File: config.mk
export PLATFORM = sky130hd
export DESIGN_NAME = mp3_frame_header_sync_unit
export DESIGN_NICKNAME = d
export VERILOG_FILES = /design/src/hdl/mfhs_pkg.sv /design/src/hdl/mfhs_front.sv /design/src/hdl/mfhs_queue.sv /design/src/hdl/mfhs_back.sv /design/src/hdl/mp3_frame_header_sync_unit.sv
export SDC_FILE = /design/constraint.sdc
export NUM_CORES = 1
export LEC_CHECK = 0
export ABC_AREA = 1
export BUFFER_PORTS_ARGS = -buffer_cell sky130_fd_sc_hd__buf_4
export CAP_MARGIN = 0
export CORE_MARGIN = 2
export CORE_UTILIZATION = 30
export DETAILED_ROUTE_END_ITERATION = 8
export PLACE_DENSITY_LB_ADDON = 0.1
export SYNTH_ARGS = -nofsm -noshare
export SYNTH_HDL_FRONTEND = slang
export SYNTH_SLANG_ARGS = --single-unit
File: constraint.sdc
create_clock -name clk -period 9.9 [get_ports clk]
set_input_delay 0.99 -clock clk [delete_from_list [all_inputs] [get_ports clk]]
set_output_delay 0.99 -clock clk [all_outputs]
set_load 0.005 [all_outputs]
File: src/hdl/mfhs_pkg.sv
// ----------------------------------------------------------------------------
// mfhs_pkg
// Shared types, constants and lookup tables for the MP3 frame header sync unit.
// ----------------------------------------------------------------------------
package mfhs_pkg;

	localparam int BYTE_W          = 8;
	localparam int OFF_OUT_W       = 16;
	localparam int LEN_W           = 14;
	localparam int BASE_W          = 11;
	localparam int KBPS_W          = 9;
	localparam int RATE_W          = 16;
	localparam int CH_W            = 2;
	localparam int OFFSET_BITS_DEF = 16;

	localparam logic [LEN_W-1:0] MAX_FRAME_RST = 14'd1536;
	localparam logic [LEN_W-1:0] MIN_FRAME     = 14'd24;

	// header queue
	localparam int QUEUE_DEPTH = 2;
	localparam int QPTR_W      = 1;
	localparam int QCNT_W      = 2;

	// header field codes
	localparam logic [1:0] VER_MPEG25 = 2'd0;
	localparam logic [1:0] VER_RSVD   = 2'd1;
	localparam logic [1:0] VER_MPEG2  = 2'd2;
	localparam logic [1:0] VER_MPEG1  = 2'd3;
	localparam logic [1:0] LAYER_III  = 2'd1;
	localparam logic [1:0] SIDX_44K   = 2'd0;
	localparam logic [1:0] SIDX_48K   = 2'd1;
	localparam logic [1:0] SIDX_32K   = 2'd2;
	localparam logic [1:0] SIDX_RSVD  = 2'd3;
	localparam logic [3:0] BIDX_FREE  = 4'd0;
	localparam logic [3:0] BIDX_BAD   = 4'd15;
	localparam logic [1:0] MODE_MONO  = 2'd3;
	localparam logic [7:0] SYNC_BYTE  = 8'hFF;
	localparam logic [2:0] SYNC_TOP   = 3'b111;

	localparam logic [RATE_W-1:0] RATE_44K = 16'd44100;
	localparam logic [RATE_W-1:0] RATE_48K = 16'd48000;
	localparam logic [RATE_W-1:0] RATE_32K = 16'd32000;

	localparam logic [KBPS_W-1:0] KBPS_V1 [16] = '{
		9'd0, 9'd32, 9'd40, 9'd48, 9'd56, 9'd64, 9'd80, 9'd96,
		9'd112, 9'd128, 9'd160, 9'd192, 9'd224, 9'd256, 9'd320, 9'd0};
	localparam logic [KBPS_W-1:0] KBPS_V2 [16] = '{
		9'd0, 9'd8, 9'd16, 9'd24, 9'd32, 9'd40, 9'd48, 9'd56,
		9'd64, 9'd80, 9'd96, 9'd112, 9'd128, 9'd144, 9'd160, 9'd0};

	// frame length without padding, truncated
	localparam logic [BASE_W-1:0] LEN_V1_44K [16] = '{
		11'd0, 11'd104, 11'd130, 11'd156, 11'd182, 11'd208, 11'd261, 11'd313,
		11'd365, 11'd417, 11'd522, 11'd626, 11'd731, 11'd835, 11'd1044, 11'd0};
	localparam logic [BASE_W-1:0] LEN_V1_48K [16] = '{
		11'd0, 11'd96, 11'd120, 11'd144, 11'd168, 11'd192, 11'd240, 11'd288,
		11'd336, 11'd384, 11'd480, 11'd576, 11'd672, 11'd768, 11'd960, 11'd0};
	localparam logic [BASE_W-1:0] LEN_V1_32K [16] = '{
		11'd0, 11'd144, 11'd180, 11'd216, 11'd252, 11'd288, 11'd360, 11'd432,
		11'd504, 11'd576, 11'd720, 11'd864, 11'd1008, 11'd1152, 11'd1440, 11'd0};
	localparam logic [BASE_W-1:0] LEN_V2_44K [16] = '{
		11'd0, 11'd26, 11'd52, 11'd78, 11'd104, 11'd130, 11'd156, 11'd182,
		11'd208, 11'd261, 11'd313, 11'd365, 11'd417, 11'd470, 11'd522, 11'd0};
	localparam logic [BASE_W-1:0] LEN_V2_48K [16] = '{
		11'd0, 11'd24, 11'd48, 11'd72, 11'd96, 11'd120, 11'd144, 11'd168,
		11'd192, 11'd240, 11'd288, 11'd336, 11'd384, 11'd432, 11'd480, 11'd0};
	localparam logic [BASE_W-1:0] LEN_V2_32K [16] = '{
		11'd0, 11'd36, 11'd72, 11'd108, 11'd144, 11'd180, 11'd216, 11'd252,
		11'd288, 11'd360, 11'd432, 11'd504, 11'd576, 11'd648, 11'd720, 11'd0};
	localparam logic [BASE_W-1:0] LEN_V25_44K [16] = '{
		11'd0, 11'd52, 11'd104, 11'd156, 11'd208, 11'd261, 11'd313, 11'd365,
		11'd417, 11'd522, 11'd626, 11'd731, 11'd835, 11'd940, 11'd1044, 11'd0};
	localparam logic [BASE_W-1:0] LEN_V25_48K [16] = '{
		11'd0, 11'd48, 11'd96, 11'd144, 11'd192, 11'd240, 11'd288, 11'd336,
		11'd384, 11'd480, 11'd576, 11'd672, 11'd768, 11'd864, 11'd960, 11'd0};
	localparam logic [BASE_W-1:0] LEN_V25_32K [16] = '{
		11'd0, 11'd72, 11'd144, 11'd216, 11'd288, 11'd360, 11'd432, 11'd504,
		11'd576, 11'd720, 11'd864, 11'd1008, 11'd1152, 11'd1296, 11'd1440, 11'd0};

	// candidate header passed from front to back
	typedef struct packed {
		logic [OFF_OUT_W-1:0] offset;
		logic [1:0]           version;
		logic [1:0]           sidx;
		logic [3:0]           bidx;
		logic                 pad;
		logic                 mono;
	} hdr_t;

	function automatic logic [BASE_W-1:0] frame_base(
		input logic [1:0] version,
		input logic [1:0] sidx,
		input logic [3:0] bidx
	);
		logic [BASE_W-1:0] r;
		r = '0;
		case (version)
			VER_MPEG1: begin
				case (sidx)
					SIDX_44K: r = LEN_V1_44K[bidx];
					SIDX_48K: r = LEN_V1_48K[bidx];
					SIDX_32K: r = LEN_V1_32K[bidx];
					default:  r = '0;
				endcase
			end
			VER_MPEG2: begin
				case (sidx)
					SIDX_44K: r = LEN_V2_44K[bidx];
					SIDX_48K: r = LEN_V2_48K[bidx];
					SIDX_32K: r = LEN_V2_32K[bidx];
					default:  r = '0;
				endcase
			end
			default: begin
				case (sidx)
					SIDX_44K: r = LEN_V25_44K[bidx];
					SIDX_48K: r = LEN_V25_48K[bidx];
					SIDX_32K: r = LEN_V25_32K[bidx];
					default:  r = '0;
				endcase
			end
		endcase
		return r;
	endfunction

	function automatic logic [RATE_W-1:0] scaled_rate(
		input logic [1:0] version,
		input logic [1:0] sidx
	);
		logic [RATE_W-1:0] base;
		logic [RATE_W-1:0] r;
		case (sidx)
			SIDX_44K: base = RATE_44K;
			SIDX_48K: base = RATE_48K;
			SIDX_32K: base = RATE_32K;
			default:  base = '0;
		endcase
		case (version)
			VER_MPEG2:  r = base >> 1;
			VER_MPEG25: r = base >> 2;
			default:    r = base;
		endcase
		return r;
	endfunction

	function automatic logic [KBPS_W-1:0] bitrate(
		input logic [1:0] version,
		input logic [3:0] bidx
	);
		return (version == VER_MPEG1) ? KBPS_V1[bidx] : KBPS_V2[bidx];
	endfunction

endpackage

File: src/hdl/mfhs_front.sv
// ----------------------------------------------------------------------------
// mfhs_front
// Byte window and counter; flags candidate headers and pushes them to the queue.
// ----------------------------------------------------------------------------
module mfhs_front #(
	parameter int OFFSET_BITS = mfhs_pkg::OFFSET_BITS_DEF
) (
	input  logic                         clk,
	input  logic                         arst_n,
	input  logic                         in_valid,
	output logic                         in_ready,
	input  logic [mfhs_pkg::BYTE_W-1:0]  data_byte,
	input  logic                         restart,
	input  logic                         q_ready,
	output logic                         q_push,
	output mfhs_pkg::hdr_t               q_data
);

	localparam logic [OFFSET_BITS-1:0] CNT_MAX = {OFFSET_BITS{1'b1}};

	logic [mfhs_pkg::BYTE_W-1:0] win_q [3];
	logic [OFFSET_BITS-1:0]      cnt_q;

	logic [mfhs_pkg::BYTE_W-1:0] b0, b1, b2;
	logic [OFFSET_BITS-1:0]      cnt_eff;
	logic [OFFSET_BITS-1:0]      off;
	logic                        hdr_ok;
	logic                        take;

	assign in_ready = q_ready;
	assign take     = in_valid && in_ready;

	always_comb begin
		if (restart) begin
			b0      = '0;
			b1      = '0;
			b2      = '0;
			cnt_eff = '0;
		end else begin
			b0      = win_q[0];
			b1      = win_q[1];
			b2      = win_q[2];
			cnt_eff = cnt_q;
		end
	end

	always_comb begin
		hdr_ok = (cnt_eff >= OFFSET_BITS'(3)) &&
			(b0 == mfhs_pkg::SYNC_BYTE) &&
			(b1[7:5] == mfhs_pkg::SYNC_TOP) &&
			(b1[4:3] != mfhs_pkg::VER_RSVD) &&
			(b1[2:1] == mfhs_pkg::LAYER_III) &&
			(b2[7:4] != mfhs_pkg::BIDX_FREE) &&
			(b2[7:4] != mfhs_pkg::BIDX_BAD) &&
			(b2[3:2] != mfhs_pkg::SIDX_RSVD);
		off = (cnt_eff == CNT_MAX) ? CNT_MAX : cnt_eff - OFFSET_BITS'(3);
	end

	always_comb begin
		q_push         = take && hdr_ok;
		q_data.offset  = mfhs_pkg::OFF_OUT_W'(off);
		q_data.version = b1[4:3];
		q_data.sidx    = b2[3:2];
		q_data.bidx    = b2[7:4];
		q_data.pad     = b2[1];
		q_data.mono    = (data_byte[7:6] == mfhs_pkg::MODE_MONO);
	end

	always_ff @(posedge clk or negedge arst_n) begin
		if (!arst_n) begin
			win_q[0] <= '0;
			win_q[1] <= '0;
			win_q[2] <= '0;
			cnt_q    <= '0;
		end else if (take) begin
			win_q[0] <= b1;
			win_q[1] <= b2;
			win_q[2] <= data_byte;
			cnt_q    <= (cnt_eff == CNT_MAX) ? cnt_eff : cnt_eff + 1'b1;
		end
	end

endmodule

File: src/hdl/mfhs_queue.sv
// ----------------------------------------------------------------------------
// mfhs_queue
// Short FIFO of candidate headers between front and back.
// ----------------------------------------------------------------------------
module mfhs_queue (
	input  logic           clk,
	input  logic           arst_n,
	input  logic           push,
	input  mfhs_pkg::hdr_t push_data,
	output logic           ready,
	input  logic           pop,
	output logic           valid,
	output mfhs_pkg::hdr_t head
);

	mfhs_pkg::hdr_t                mem_q [mfhs_pkg::QUEUE_DEPTH];
	logic [mfhs_pkg::QPTR_W-1:0]   wr_ptr_q;
	logic [mfhs_pkg::QPTR_W-1:0]   rd_ptr_q;
	logic [mfhs_pkg::QCNT_W-1:0]   cnt_q;

	logic do_push, do_pop;

	assign ready   = (cnt_q != mfhs_pkg::QCNT_W'(mfhs_pkg::QUEUE_DEPTH));
	assign valid   = (cnt_q != '0);
	assign head    = mem_q[rd_ptr_q];
	assign do_push = push && ready;
	assign do_pop  = pop && valid;

	always_ff @(posedge clk) begin
		if (do_push) begin
			mem_q[wr_ptr_q] <= push_data;
		end
	end

	always_ff @(posedge clk or negedge arst_n) begin
		if (!arst_n) begin
			wr_ptr_q <= '0;
			rd_ptr_q <= '0;
			cnt_q    <= '0;
		end else begin
			if (do_push) begin
				wr_ptr_q <= wr_ptr_q + 1'b1;
			end
			if (do_pop) begin
				rd_ptr_q <= rd_ptr_q + 1'b1;
			end
			case ({do_push, do_pop})
				2'b10:   cnt_q <= cnt_q + 1'b1;
				2'b01:   cnt_q <= cnt_q - 1'b1;
				default: cnt_q <= cnt_q;
			endcase
		end
	end

endmodule

File: src/hdl/mfhs_back.sv
// ----------------------------------------------------------------------------
// mfhs_back
// Table lookup, frame length check and output register.
// ----------------------------------------------------------------------------
module mfhs_back (
	input  logic                           clk,
	input  logic                           arst_n,
	input  logic                           cfg_wr_en,
	input  logic [mfhs_pkg::LEN_W-1:0]     cfg_wr_data,
	input  logic                           q_valid,
	output logic                           q_pop,
	input  mfhs_pkg::hdr_t                 q_head,
	output logic                           out_valid,
	input  logic                           out_ready,
	output logic [mfhs_pkg::OFF_OUT_W-1:0] header_offset,
	output logic [mfhs_pkg::LEN_W-1:0]     frame_bytes,
	output logic [mfhs_pkg::KBPS_W-1:0]    bitrate_kbps,
	output logic [mfhs_pkg::RATE_W-1:0]    sample_rate_hz,
	output logic [mfhs_pkg::CH_W-1:0]      channel_count,
	output logic                           is_mpeg1
);

	logic [mfhs_pkg::LEN_W-1:0]     max_frame_q;
	logic                           out_valid_q;
	logic [mfhs_pkg::OFF_OUT_W-1:0] offset_q;
	logic [mfhs_pkg::LEN_W-1:0]     len_q;
	logic [mfhs_pkg::KBPS_W-1:0]    kbps_q;
	logic [mfhs_pkg::RATE_W-1:0]    rate_q;
	logic [mfhs_pkg::CH_W-1:0]      ch_q;
	logic                           mpeg1_q;

	logic [mfhs_pkg::LEN_W-1:0] len;
	logic                       len_ok;
	logic                       load;

	always_comb begin
		len = mfhs_pkg::LEN_W'(mfhs_pkg::frame_base(q_head.version, q_head.sidx,
			q_head.bidx)) + mfhs_pkg::LEN_W'(q_head.pad);
		len_ok = (len >= mfhs_pkg::MIN_FRAME) && (len <= max_frame_q);
		q_pop  = q_valid && (!out_valid_q || out_ready);
		load   = q_pop && len_ok;
	end

	always_ff @(posedge clk or negedge arst_n) begin
		if (!arst_n) begin
			max_frame_q <= mfhs_pkg::MAX_FRAME_RST;
			out_valid_q <= 1'b0;
		end else begin
			if (cfg_wr_en) begin
				max_frame_q <= cfg_wr_data;
			end
			if (load) begin
				out_valid_q <= 1'b1;
			end else if (out_ready) begin
				out_valid_q <= 1'b0;
			end
		end
	end

	always_ff @(posedge clk) begin
		if (load) begin
			offset_q <= q_head.offset;
			len_q    <= len;
			kbps_q   <= mfhs_pkg::bitrate(q_head.version, q_head.bidx);
			rate_q   <= mfhs_pkg::scaled_rate(q_head.version, q_head.sidx);
			ch_q     <= q_head.mono ? 2'd1 : 2'd2;
			mpeg1_q  <= (q_head.version == mfhs_pkg::VER_MPEG1);
		end
	end

	assign out_valid      = out_valid_q;
	assign header_offset  = offset_q;
	assign frame_bytes    = len_q;
	assign bitrate_kbps   = kbps_q;
	assign sample_rate_hz = rate_q;
	assign channel_count  = ch_q;
	assign is_mpeg1       = mpeg1_q;

endmodule

File: src/hdl/mp3_frame_header_sync_unit.sv
// ----------------------------------------------------------------------------
// mp3_frame_header_sync_unit
// MPEG Layer III frame header finder over a compressed byte stream.
// ----------------------------------------------------------------------------
// Input channel (in_valid/in_ready): one stream byte per item; restart marks
// the first byte of a new buffer and clears the window and byte count.
// Output channel (out_valid/out_ready): one item per valid header, giving its
// start offset (saturating), frame length, bitrate, sample rate, channel count
// and MPEG-1 flag. Bytes that complete no header give no output item.
// Config: cfg_wr_en/cfg_wr_data write the largest accepted frame length.
// Throughput: one byte per cycle, sustained while the output drains.
// A header completed by a taken byte is pushed into the queue as that byte is
// taken; the back then looks up the length tables and registers the item.
// A two-entry header queue separates front and back; when the receiver
// stalls the output register holds, the queue fills and in_ready drops.
// Reset: window and count clear, maximum frame length returns to 1536.
// ----------------------------------------------------------------------------
module mp3_frame_header_sync_unit #(
	parameter int OFFSET_BITS = mfhs_pkg::OFFSET_BITS_DEF
) (
	input  logic                           clk,
	input  logic                           arst_n,
	input  logic                           in_valid,
	output logic                           in_ready,
	input  logic [mfhs_pkg::BYTE_W-1:0]    data_byte,
	input  logic                           restart,
	output logic                           out_valid,
	input  logic                           out_ready,
	output logic [mfhs_pkg::OFF_OUT_W-1:0] header_offset,
	output logic [mfhs_pkg::LEN_W-1:0]     frame_bytes,
	output logic [mfhs_pkg::KBPS_W-1:0]    bitrate_kbps,
	output logic [mfhs_pkg::RATE_W-1:0]    sample_rate_hz,
	output logic [mfhs_pkg::CH_W-1:0]      channel_count,
	output logic                           is_mpeg1,
	input  logic                           cfg_wr_en,
	input  logic [mfhs_pkg::LEN_W-1:0]     cfg_wr_data
);

	logic           q_push, q_ready, q_pop, q_valid;
	mfhs_pkg::hdr_t q_wdata, q_head;

	mfhs_front #(
		.OFFSET_BITS(OFFSET_BITS)
	) u_front (
		.clk       (clk),
		.arst_n    (arst_n),
		.in_valid  (in_valid),
		.in_ready  (in_ready),
		.data_byte (data_byte),
		.restart   (restart),
		.q_ready   (q_ready),
		.q_push    (q_push),
		.q_data    (q_wdata)
	);

	mfhs_queue u_queue (
		.clk       (clk),
		.arst_n    (arst_n),
		.push      (q_push),
		.push_data (q_wdata),
		.ready     (q_ready),
		.pop       (q_pop),
		.valid     (q_valid),
		.head      (q_head)
	);

	mfhs_back u_back (
		.clk            (clk),
		.arst_n         (arst_n),
		.cfg_wr_en      (cfg_wr_en),
		.cfg_wr_data    (cfg_wr_data),
		.q_valid        (q_valid),
		.q_pop          (q_pop),
		.q_head         (q_head),
		.out_valid      (out_valid),
		.out_ready      (out_ready),
		.header_offset  (header_offset),
		.frame_bytes    (frame_bytes),
		.bitrate_kbps   (bitrate_kbps),
		.sample_rate_hz (sample_rate_hz),
		.channel_count  (channel_count),
		.is_mpeg1       (is_mpeg1)
	);

endmodule

-- After elaboration in Yosys (flattened, before gate mapping)
Memories as Yosys holds them, arrays and structs flattened.
Index checks and enable logic that the tools add are counted.
Widths: inputs -> output; s select.
- bits in registers: 117
- RAM bits: 52
- memory bits (read-only): 1872
- logic and storage cells: 117
- memories kept: 12
- memory list (name ; words ; bits a word ; read ports ; clocked after Yosys merged registers in ; write ports ; RTL line ; RTL):
    (no name shown) ; 16 ; 11 ; 1 ; 0 ; 0 ; mfhs_pkg.sv:101 ; SIDX_48K: r = LEN_V1_48K[bidx];
    (no name shown) ; 16 ; 11 ; 1 ; 0 ; 0 ; mfhs_pkg.sv:116 ; SIDX_44K: r = LEN_V25_44K[bidx];
    (no name shown) ; 16 ; 11 ; 1 ; 0 ; 0 ; mfhs_pkg.sv:118 ; SIDX_32K: r = LEN_V25_32K[bidx];
    (no name shown) ; 16 ; 11 ; 1 ; 0 ; 0 ; mfhs_pkg.sv:102 ; SIDX_32K: r = LEN_V1_32K[bidx];
    (no name shown) ; 16 ; 11 ; 1 ; 0 ; 0 ; mfhs_pkg.sv:108 ; SIDX_44K: r = LEN_V2_44K[bidx];
    (no name shown) ; 16 ; 11 ; 1 ; 0 ; 0 ; mfhs_pkg.sv:100 ; SIDX_44K: r = LEN_V1_44K[bidx];
    +6 memories ; n/a ; n/a ; n/a ; n/a ; n/a ; n/a ;
- $add $sub $neg: 7
- magnitude comparators: 4
- equal/unequal tests: 15
- muxes and demuxes: 41
- bitwise gates (word level): 1
- reductions and logical operators: 22
- operators with widths (cell ; number):
    $mux 11 ; 18
    $pmux 11 s3 ; 3
    $mux 16 ; 3
    $pmux 16 s3 ; 1
    $mux 9 ; 5
    $pmux 16 s2 ; 1
    $mux 8 ; 3
    $pmux 11 s2 ; 1
    $add 16x1->16 const B ; 1
    $eq 16x16->1 const B ; 1
    $ge 16x2->1 const B ; 1
    $sub 16x2->16 const B ; 1
    $ge 14x5->1 const B ; 1
    $le 14x14->1 ; 1
    $logic_and 1x1->1 ; 14
    $add 11x1->12 ; 1
    $eq 2x2->1 const B ; 5
    $eq 8x8->1 const B ; 1
    $eq 2x1->1 const B ; 3
    $reduce_bool 2->1 ; 3
    $ge 5x5->1 const B ; 1
    $not 4->5 ; 1
    $logic_not 2->1 ; 2
    $mux 1 ; 4
    12 further kinds ; 14

-- Depth between registers and ports, before layout
- depth in word-level cells: 13
- gate-level depth with buffers: 33

-- Cells and area by module
From an unflattened synthesis, not the netlist that was laid out.
- cells, all modules: 1165
- area total of the unflattened synthesis: 9676.8 µm²
- modules (own cells, without submodules) (module ; instances ; cells each ; area an instance (µm²)):
    mfhs_back ; 1 ; 601 ; 4638.2
    mfhs_front ; 1 ; 399 ; 2887.8
    mfhs_queue ; 1 ; 165 ; 2150.8

-- Least setup slack after synthesis
Ideal clock, no wire load.
- kind: register -> register
- start: reg u_queue.rd_ptr_q
- end: reg u_back.kbps_q, in the netlist u_back.bitrate_kbps[3] (enable)
- setup time: 0.405 ns
- data arrival time: 5.038 ns
- setup slack: 4.457 ns
- stages on the path, launching flop included: 32
- path buffers: 2
- cell sequence: dfrtp_1 inv_2 buf_6 clkbuf_1 or2_2 o21ai_0 inv_1 ha_1 nor2_1 inv_1 nor2_1 nor2_1 nor3_1 ha_1 ha_1 inv_1 nor2_2 nand2_1 nor2_4 nand3_1 nand2_1 nand2_1 ha_1 nand2_1 nor2_1 nand2_1 o211ai_1 nand4_1 nand2_1 nand2_1 nand2_1 inv_1
- longest elaborated chain between the ends: 11
- elaborated cells between the ends (all ways): 43
- RTL lines (what ; RTL line ; RTL):
    start: declaration ; mfhs_queue.sv:18 ; logic [mfhs_pkg::QPTR_W-1:0] rd_ptr_q;
    start signal: assignment ; mfhs_queue.sv:45 ; rd_ptr_q <= rd_ptr_q + 1'b1;
    $mem_v2 2x26 * ; n/a ;
    $not 4->5 (not written as such) ; n/a ;
    $mem_v2 16x11, or another cell as far along ; n/a ;
    $mux 11 (not written as such), or another cell as far along (2 in series) ; mfhs_pkg.sv:118 ;
    $pmux 11 s3, on equally long branches ; mfhs_pkg.sv:115, mfhs_pkg.sv:107, mfhs_pkg.sv:99 ;
    $pmux 11 s2 ; mfhs_pkg.sv:97 ; case (version)
    $add 11x1->12 * ; mfhs_back.sv:38 ; q_head.bidx)) + mfhs_pkg::LEN_W'(q_head.pad);
    net u_back.len, one bit ; mfhs_back.sv:32 ; logic [mfhs_pkg::LEN_W-1:0] len;
    $ge 14x5->1 or $le 14x14->1 (tied branches) ; mfhs_back.sv:39 ; len_ok = (len >= mfhs_pkg::MIN_FRAME) && (len <= max_frame_q);
    $logic_and 1x1->1 * ; mfhs_back.sv:39 ;
    $logic_and 1x1->1 * ; mfhs_back.sv:41 ; load = q_pop && len_ok;
    net u_back.load ; mfhs_back.sv:34 ; logic load;
    end signal: assignment ; mfhs_back.sv:64 ; kbps_q <= mfhs_pkg::bitrate(q_head.version, q_head.bidx);
    end: declaration ; mfhs_back.sv:27 ; logic [mfhs_pkg::KBPS_W-1:0] kbps_q;
Mark *: on every way through the listed nets, which the timed path passes. The rest lies on a longest branch. The select of a mux whose other input is x is not followed.
A chain may end at the register's enable or synchronous reset.

-- Final worst setup path
- start: reg u_queue.rd_ptr_q
- end: reg u_back.offset_q, in the netlist u_back.header_offset[1] (enable)
- longest elaborated chain between the ends: 11
- elaborated cells between the ends (all ways): 43
- RTL lines (what ; RTL line ; RTL):
    $mem_v2 2x26 * ; n/a ;
    $not 4->5 (not written as such) ; n/a ;
    $mem_v2 16x11, or another cell as far along ; n/a ;
    $mux 11 (not written as such), or another cell as far along (2 in series) ; mfhs_pkg.sv:118 ;
    $pmux 11 s3, on equally long branches ; mfhs_pkg.sv:115, mfhs_pkg.sv:107, mfhs_pkg.sv:99 ;
    $pmux 11 s2 ; mfhs_pkg.sv:97 ;
    $add 11x1->12 * ; mfhs_back.sv:38 ;
    net u_back.len, one bit ; mfhs_back.sv:32 ;
    $ge 14x5->1 or $le 14x14->1 (tied branches) ; mfhs_back.sv:39 ;
    $logic_and 1x1->1 * ; mfhs_back.sv:39 ;
    $logic_and 1x1->1 * ; mfhs_back.sv:41 ;
    net u_back.load ; mfhs_back.sv:34 ;
    end signal: assignment ; mfhs_back.sv:62 ; offset_q <= q_head.offset;
    end: declaration ; mfhs_back.sv:25 ; logic [mfhs_pkg::OFF_OUT_W-1:0] offset_q;
Marks and branches as above.

==> run_results.csv <==
group,metric,value,unit
timing,setup_violations,0,
routing,drtIter0Drc,541,
clocking,clkTransAtPathRegs,0.07,ns
global_routing,grt_max_degree,60,
setup_path,critPathRequiredTime,9.96,ns
timing,post-route-period-util,60.26,%
routing,avgRoutedWirePerCell,15.35,um
timing,worst_clock_skew,0.01552,ns
logic_synthesis,synth-warning-count,0,
setup_path,critPathKind,"flop to flop",
floorplanning,start_util,30.55,%
outcome,outcome,"finished, final reports clean",
routing,via_per_inst,4.571,
floorplanning,die_w,175.2,um
logic_synthesis,synth_cell_types,43,
setup_path,cp-end-kind,"flop",
routing,vias,6857,
timing,period_needed,5.966,ns
logic_synthesis,ys_async_sr_fraction,36.42,%
logic_synthesis,seq_area_frac_synth,52.00,%
min_path,hold_class,"flop to flop",
setup_path,worst-endpoint-arrival,6.03,ns
final_layout,antennaDiodeCount,0,
final_layout,fin_nets,1161,
logic_synthesis,ys.flop_type,"edfxtp_1",
timing,fmax,0.1676,GHz
logic_synthesis,synth.most_common_cell,"nand2_1",
job,max_cap_violations,0,
timing,max_slew_margin,39.31,%
final_layout,syn2layout_area_growth,17.23,%
floorplanning,die-height,175.2,um
placed_design,dp_hpwl,16460,um
clocking,clock_latency,0.43,ns
setup_path,crit_path_frequent_cell,"nand2_1",
power_and_ir_drop,irDropWorstVdd,92.62,uV
routing,drtPass1Iterations,5,
setup_path,worst_path_max_delay_cell,"ha_1",
timing,slew_violations,0,
logic_synthesis,avgSynthCellArea,8.495,um2
setup_path,cp_max_fo,51,
power_and_ir_drop,p_leak,4.660,nW
global_routing,grt_pass1_wl,36710,um
logic_synthesis,synth_edf_count,103,
logic_synthesis,synth_area,8792,um2
clocking,cts_root_buf,"clkbuf_16",
setup_path,r2r_slack,3.93,ns
clocking,cts_tree,"built",
logic_synthesis,synthCells,1035,
timing,layout_setup_ws,3.934,ns
final_layout,drive_gt1_share,14.43,%
logic_synthesis,synth_top_cell_area_share,35.18,%
floorplanning,dieArea,30690,um2
logic_synthesis,synthTopCellsByCount,"nand2_1 (336), inv_1 (118), edfxtp_1 (103)",
logic_synthesis,synthTopCellsByArea,"edfxtp_1 (35%), dfrtp_1 (16%), nand2_1 (14%)",
clocking,cts_resized,0,
routing,drc,0,
setup_path,critPathMaxStageDelay,0.55,ns
global_routing,grt_antenna_before_repair,0,
clocking,htree_levels,4,
routing,wl,23020,um
floorplanning,core_region_area,28780,um2
timing,hold_violations,0,
clocking,clock_path_buffers,2,
placed_design,gp_congestion,0.9110,
global_routing,overflow,0,
timing,tns,0,ns
clocking,cts_made_buffers,17,
placed_design,port_buffers,81,
floorplanning,rows,62,
setup_path,startpoint_type,"flop",
logic_synthesis,synth-seq-cells,162,
routing,postRouteAntennaNets,0,
clocking,cts_sinks,162,
timing,worst_slew_pin_slew,0.9093,ns
power_and_ir_drop,cellPowerDensity,305.9,nW/um2
clocking,post_cts_buffers,0,
timing,rsz0062_at_grt,"no",
logic_synthesis,yosysTopAreaCell,"edfxtp_1",
clocking,hold_buffers,0,
placed_design,place_ws,3.986,ns
global_routing,grt_pass1_vias,6552,
floorplanning,io_pins,88,
global_routing,track_usage,15.43,%
area by class of cell:
type	count	area [um2]
fill	2965	18470
sequential	162	4572
multi-input combinational	713	3557
timing repair buffer	84	630.6
tap	384	480.5
inverter	125	469.2
clock buffer	17	425.4
clock inverter	15	172.7
logic make-up after synthesis:
kind of cell               count (synthesis)  synth area share (%)
AOI/OAI and AO/OA                         84                 5.379
xor gates and xnor gates                  27                 2.690
adders and majority gates                 30                 4.269
buffers and inverters                    165                 7.926
DFF                                      162                 52.00
muxes                                      1                0.1281
other                                      1               0.04265
and+or+nand+nor                          565                 27.56
sequential cells by signal (all words and copies together) (netlist names), 2 cells and up:
signal	cells
u_front.win_q	24
u_back.header_offset	16
u_queue.cnt_q	2
u_back.frame_bytes	12
u_back.max_frame_q	14
u_back.bitrate_kbps	6
u_back.channel_count	2
u_front.cnt_q	16
u_back.sample_rate_hz	14
u_queue.mem_q	52
final timing paths:
kind / end / startpoint / depth (start not counted)
worst min register to register: u_front.win_q[5] / u_front.win_q[5] / 2
worst max-delay path: u_back.header_offset[1] / u_queue.rd_ptr_q / 31
max in group asynchronous: u_front.cnt_q[9] / arst_n / 1
worst min-delay path: u_front.win_q[5] / u_front.win_q[5] / 2
worst max register to register: u_back.header_offset[1] / u_queue.rd_ptr_q / 31
min in group asynchronous: u_back.max_frame_q[8] / arst_n / 1
layout by cell type, fill, tap and decap left out, types with 3 or more instances in the layout:
| cell type | synthesis | routed |
|---|---|---|
| a21oi_1 | 12 | 12 |
| buf_4 | 8 | 84 |
| clkbuf_16 | 0 | 17 |
| clkinv_4 | 0 | 3 |
| conb_1 | 1 | 6 |
| dfrtp_1 | 57 | 57 |
| edfxtp_1 | 103 | 103 |
| ha_1 | 30 | 30 |
| inv_1 | 118 | 117 |
| inv_2 | 7 | 8 |
| inv_8 | 0 | 4 |
| nand2_1 | 336 | 336 |
| nand2_2 | 9 | 9 |
| nand3_1 | 95 | 95 |
| nand4_1 | 10 | 10 |
| nor2_1 | 81 | 79 |
| nor2_2 | 8 | 8 |
| nor2_4 | 4 | 6 |
| nor3_1 | 5 | 5 |
| nor4_1 | 4 | 4 |
| o211ai_1 | 5 | 5 |
| o21ai_0 | 50 | 50 |
| o21ai_2 | 3 | 3 |
| o22ai_1 | 3 | 3 |
| or2_2 | 3 | 3 |
| xnor2_1 | 8 | 8 |
| xor2_1 | 19 | 19 |
routing by layer:
layer / track usage (%) / wire [um] / part of all wire (%) / vias to the layer above
met1: 22.47 / 11370 / 49 / 3192
met3: 2.263 / 936 / 4.1 / 27
li1: - / - / - / 3469
met5: 0 / 0 / 0 / -
met4: 5.799 / 454 / 2.0 / 0
met2: 23.11 / 10260 / 45 / 169
stage by stage:
| step | cells | utilization [%] | hold slack, ns | power [W] | cell area (um2) |
|---|---|---|---|---|---|
| 2_1_floorplan | 1040 | - | 0.4486 | 0.001981 | 8811 |
| 5_1_grt | 1500 | 35.81 | 0.5094 | 0.003411 | 10310 |
| 3_3_place_gp | 1468 | 33.74 | 0.4668 | 0.002505 | 9709 |
| 6_report | 1500 | 35.81 | 0.4826 | 0.003153 | 10310 |
| 3_5_place_dp | 1468 | 33.74 | 0.4705 | 0.002496 | 9709 |
| 4_1_cts | 1500 | 35.81 | 0.4903 | 0.003193 | 10310 |
power by group:
part / internal (W) / total (W) / switching, W
Combinational: 0.000461 / 0.00141 / 0.000950
Sequential: 0.000997 / 0.00106 / 0.0000631
Clock: 0.000380 / 0.000682 / 0.000302
critical path: cells and delay by family, from the launching register on:
kind / cells / cell delay [ns]
compound gates: 4 / 0.49
flops: 1 / 0.36
simple gates: 17 / 2.34
buf+inv: 7 / 1.25
fa+ha+maj: 3 / 1.08
(Power assumes the default switching activity.)
